$ cat src/rtl/core/lpp_ram.sv
// generic single write port, single read port ram with registered read
// no dependencies
module lpp_ram #(
    parameter int WIDTH = 8,
    parameter int DEPTH = 16,
    localparam int AW = (DEPTH > 1) ? $clog2(DEPTH) : 1
) (
    input  logic             i_clk,
    input  logic             i_we,
    input  logic [AW-1:0]    i_waddr,
    input  logic [WIDTH-1:0] i_wdata,
    input  logic [AW-1:0]    i_raddr,
    output logic [WIDTH-1:0] o_rdata
);

    logic [WIDTH-1:0] r_mem [DEPTH];

    always_ff @(posedge i_clk) begin
        if (i_we) begin
            r_mem[i_waddr] <= i_wdata;
        end
        o_rdata <= r_mem[i_raddr];
    end

endmodule

$ cat config.mk
export PLATFORM = sky130hd
export DESIGN_NAME = lpp_ram
export DESIGN_NICKNAME = d
export VERILOG_FILES = /design/src/rtl/core/lpp_ram.sv
export SDC_FILE = /design/constraint.sdc
export NUM_CORES = 1
export LEC_CHECK = 0
export ABC_CLOCK_PERIOD_IN_PS = 5550
export BUFFER_PORTS_ARGS = -buffer_cell sky130_fd_sc_hd__buf_2
export CAP_MARGIN = 40
export CORE_ASPECT_RATIO = 1.75
export CORE_MARGIN = 1
export CORE_UTILIZATION = 35
export CTS_BUF_LIST = sky130_fd_sc_hd__clkbuf_4 sky130_fd_sc_hd__clkbuf_8
export CTS_CLUSTER_DIAMETER = 80
export DETAILED_ROUTE_END_ITERATION = 8
export GPL_TIMING_DRIVEN = 0
export PLACE_DENSITY = 0.51
export SLEW_MARGIN = 20
export SYNTH_ARGS = -nofsm -noshare
export SYNTH_HDL_FRONTEND = slang
export SYNTH_SLANG_ARGS = --single-unit
$ cat constraint.sdc
create_clock -name i_clk -period 5.55 [get_ports i_clk]
set_clock_uncertainty 0.15 [all_clocks]
set_input_delay 0.8325 -clock i_clk [delete_from_list [all_inputs] [get_ports i_clk]]
set_output_delay 0.8325 -clock i_clk [all_outputs]
set_load 0.005 [all_outputs]
==> results by stage <==
Global routing:
- The number of global-route vias before repair came to 2,450.
- The aggregate global routing overflow is 0.
- Entering global routing, the biggest net connects 17 pins.
- Across every metal layer, demand over resource in global routing totals 15.4%.
- The first global-routing pass estimated 15.5 mm of wire.
- The initial antenna violation count is 0.

Placed design:
- At the placement stage, the worst setup path has a slack of 2.89 ns.
- The port buffer count is 24.
- After detailed placement, the design holds a cell count of 436.
- Detailed placement finished with a half-perimeter wire length of 7.11 mm.
- The congestion estimate from routability-driven global placement came to 0.772.

STA:
- The total count of hold-check failures in the final report is 0.
- The number of slew-limit violations in the final report is 0.
- Of the available clock period, the critical path in the final layout requires 39.3%.
- At the pin with the least slew margin, the transition time is 0.827 ns.
- The worst hold slack across all endpoints is 0.546 ns.
- The setup-violating endpoint count in the final report is 0.
- The sum of negative setup slack is 0 ns.
- Setup repair after global routing left no endpoint under its margin.
- Derived from the worst setup path, the maximum achievable clock frequency is 459 MHz.
- Counting I/O delays and the setup requirement, the final critical path takes 2.18 ns.
- The headroom to the max-slew limit is 44.7%.
- The worst path meets setup with 3.37 ns of slack.

Finish:
- In the final design database the tool counted 294 nets.
- The layout cell share with drive strength beyond 1 is 31.0%.
- The library cell used most frequently in the layout, excluding fill and tap cells, is sky130_fd_sc_hd__edfxtp_1.
- At the end of the flow the core is filled with cells to 41.6%.
- Once layout is complete, the cells apart from fillers number 467.
- The area growth from synthesis to layout is 16.0%.
- In the layout the commonest cells are sky130_fd_sc_hd__edfxtp_1 (128), sky130_fd_sc_hd__buf_2 (27), sky130_fd_sc_hd__mux4_2 (18).
- The antenna diode instance count is 0.

Floorplanning:
- For this configuration, the core starts out at a cell density of 35.8%.
- The number of placement rows is 58.
- Measured along the y axis, the die boundary spans 162 µm.
- In this run the count of I/O pins placed on the die edge is 26.
- The floorplan die width is 93.7 µm.
- The core region is 14,400 µm².
- The die area is 15,200 µm².

Route:
- The first-pass iteration count of the detailed router is 4.
- Detailed routing inserted a total of 2,426 vias.
- The final layout contains routed wiring with a total length of 10.7 mm.
- The post-detailed-route wirelength per cell is 22.9 µm.
- The average via count per standard cell is 5.19.
- The number of remaining DRC errors is 0.
- The number of violations reported at the end of detailed-routing iteration 0 is 163.
- The remaining number of nets flagged by the antenna check after routing is 0.

Run status:
- The flow ran to the end, and the final reports show no timing, DRC or antenna violations.

Worst setup path:
- Following the worst setup path forward leads to its endpoint at r_mem[0][5]$_DFFE_PP_.
- Of all nets on the critical path, the largest fanout is 8.
- The origin of the critical flop-to-flop path is r_mem[1][3]$_DFFE_PP_.
- The critical path starts at i_waddr[2].
- The endpoint identified for the worst register-to-register timing path is o_rdata[3]$_DFF_P_.
- The arrival time at the worst endpoint is 2.09 ns.
- Counting cells, the worst reg-to-reg path comes to 3.
- The capturing element type of the critical path is a flop.
- The worst register-to-register path has a setup slack of 3.94 ns.
- The required time at the worst-slack endpoint is 5.46 ns.
- The critical path in this run is classified as input port to flop.
- STA classifies the critical path startpoint as an input port.

Pwr:
- In this run the power density over the cells is 360 nW/µm².
- The leakage power total is 0.00198 µW.
- IR analysis of the VDD net gives a maximum drop of 0.000183 V.

Run:
- Max-cap violations in this run came to 0.

Clock tree:
- In this run, post-CTS repair resized a total of 0 instances.
- The clock reaches the later pin of the worst-skew pair after 0.44 ns.
- After clock tree synthesis, the flow added hold-fix buffers numbering 0.
- The sink count of the clock tree is 136.
- The root buffer selected by CTS is sky130_fd_sc_hd__clkbuf_8.
- Buffers added to address setup during post-CTS repair amount to 0.
- The clock tree from TritonCTS is done.
- The H-tree generated during clock tree synthesis spans 4 levels.
- The buffer depth of the longest clock path is 2.
- The clock transition at the registers of the reported paths is 0.07 ns.
- Buffers inserted during clock tree synthesis total 17.

Synth:
- The netlist uses 19 different library cells.
- The Yosys step of the flow raised 0 warnings.
- Synthesis produced a netlist with a net count of 247.
- Synthesis handed over a netlist of 229 instances.
- The synthesized area divided by synthesized cell count is 22.5 µm².
- Counting flops and latches in the post-synthesis netlist gives 136.
- Summing every instance area after synthesis gives 5150 µm².
- Sequential elements use 77.8% of the synthesized area.

Hold path:
- Counting instances, the worst hold path has a depth of 3.
- The path class of the tightest hold or removal check is flop to flop.
==> routing by layer <==
layer  wire (µm)  global-route usage, %
met3         521                   4.06
met4         347                   8.04
met5           0                      0
met2        5850                   26.6
met1        3960                   17.1
==> logic make-up after synthesis <==
kind of cell    after synthesis  share of synthesized area [%]
flops                       136                           77.8
simple gates                 35                           3.18
mux                          32                           15.0
compound gates               16                           2.33
buf+inv                      10                           1.68
==> how the worst min path moves through the flow <==
stage | start | to | slack [ns]
2_1_floorplan | r_mem[7][0]$_DFFE_PP_ | o_rdata[0]$_DFF_P_ | 0.48
6_report | r_mem[14][2]$_DFFE_PP_ | o_rdata[2]$_DFF_P_ | 0.55
4_1_cts | r_mem[15][1]$_DFFE_PP_ | o_rdata[1]$_DFF_P_ | 0.55
5_1_grt | r_mem[14][3]$_DFFE_PP_ | o_rdata[3]$_DFF_P_ | 0.57
3_5_place_dp | r_mem[15][1]$_DFFE_PP_ | o_rdata[1]$_DFF_P_ | 0.54
3_3_place_gp | r_mem[14][2]$_DFFE_PP_ | o_rdata[2]$_DFF_P_ | 0.53
==> synth_stat cells (all sizes together) <==
master / instances / area, µm²
a22oi: 16 / 120
and2: 1 / 6.26
and2b: 1 / 7.51
buf: 7 / 56.3
clkdlybuf4s25: 3 / 30.0
dfxtp: 8 / 160
edfxtp: 128 / 3840
mux4: 32 / 773
nand2: 9 / 33.8
nand2b: 2 / 12.5
nand3: 1 / 5.00
nand3b: 2 / 15.0
nor2: 13 / 48.8
nor2b: 1 / 6.26
nor3: 4 / 20.0
or3b: 1 / 8.76
==> per-stage QoR <==
step                      power (µW)  instance area, µm²
after CTS                       2170                5960
after global routing            2220                5970
final                           2150                5970
after global placement          1290                5490
after floorplan                 1230                5150
after detailed placement        1290                5540
==> flip-flops by register name (all words and copies together), names as in the netlist <==
register / cells
r_mem: 128
o_rdata: 8
==> cell type report <==
| type | instances | area (µm²) |
|---|---|---|
| fill | 1323 | 8400 |
| sequential | 136 | 4000 |
| clock buffer | 19 | 249 |
| clock inverter | 11 | 180 |
| timing repair buffer | 28 | 150 |
| buffer | 10 | 86.3 |
| tap | 180 | 225 |
| multi-input combinational | 83 | 1080 |
==> power by group <==
group,internal (µW),switching [µW]
Sequential,1150,5.02
Combinational,46.3,66.3
Clock,534,350
Total,1730,422
==> critical path: stages <==
cell and delay, ns:
sky130_fd_sc_hd__buf_2 0.11, sky130_fd_sc_hd__or3b_2 0.53, sky130_fd_sc_hd__nor3_2 0.61
(Power assumes the default switching activity.)
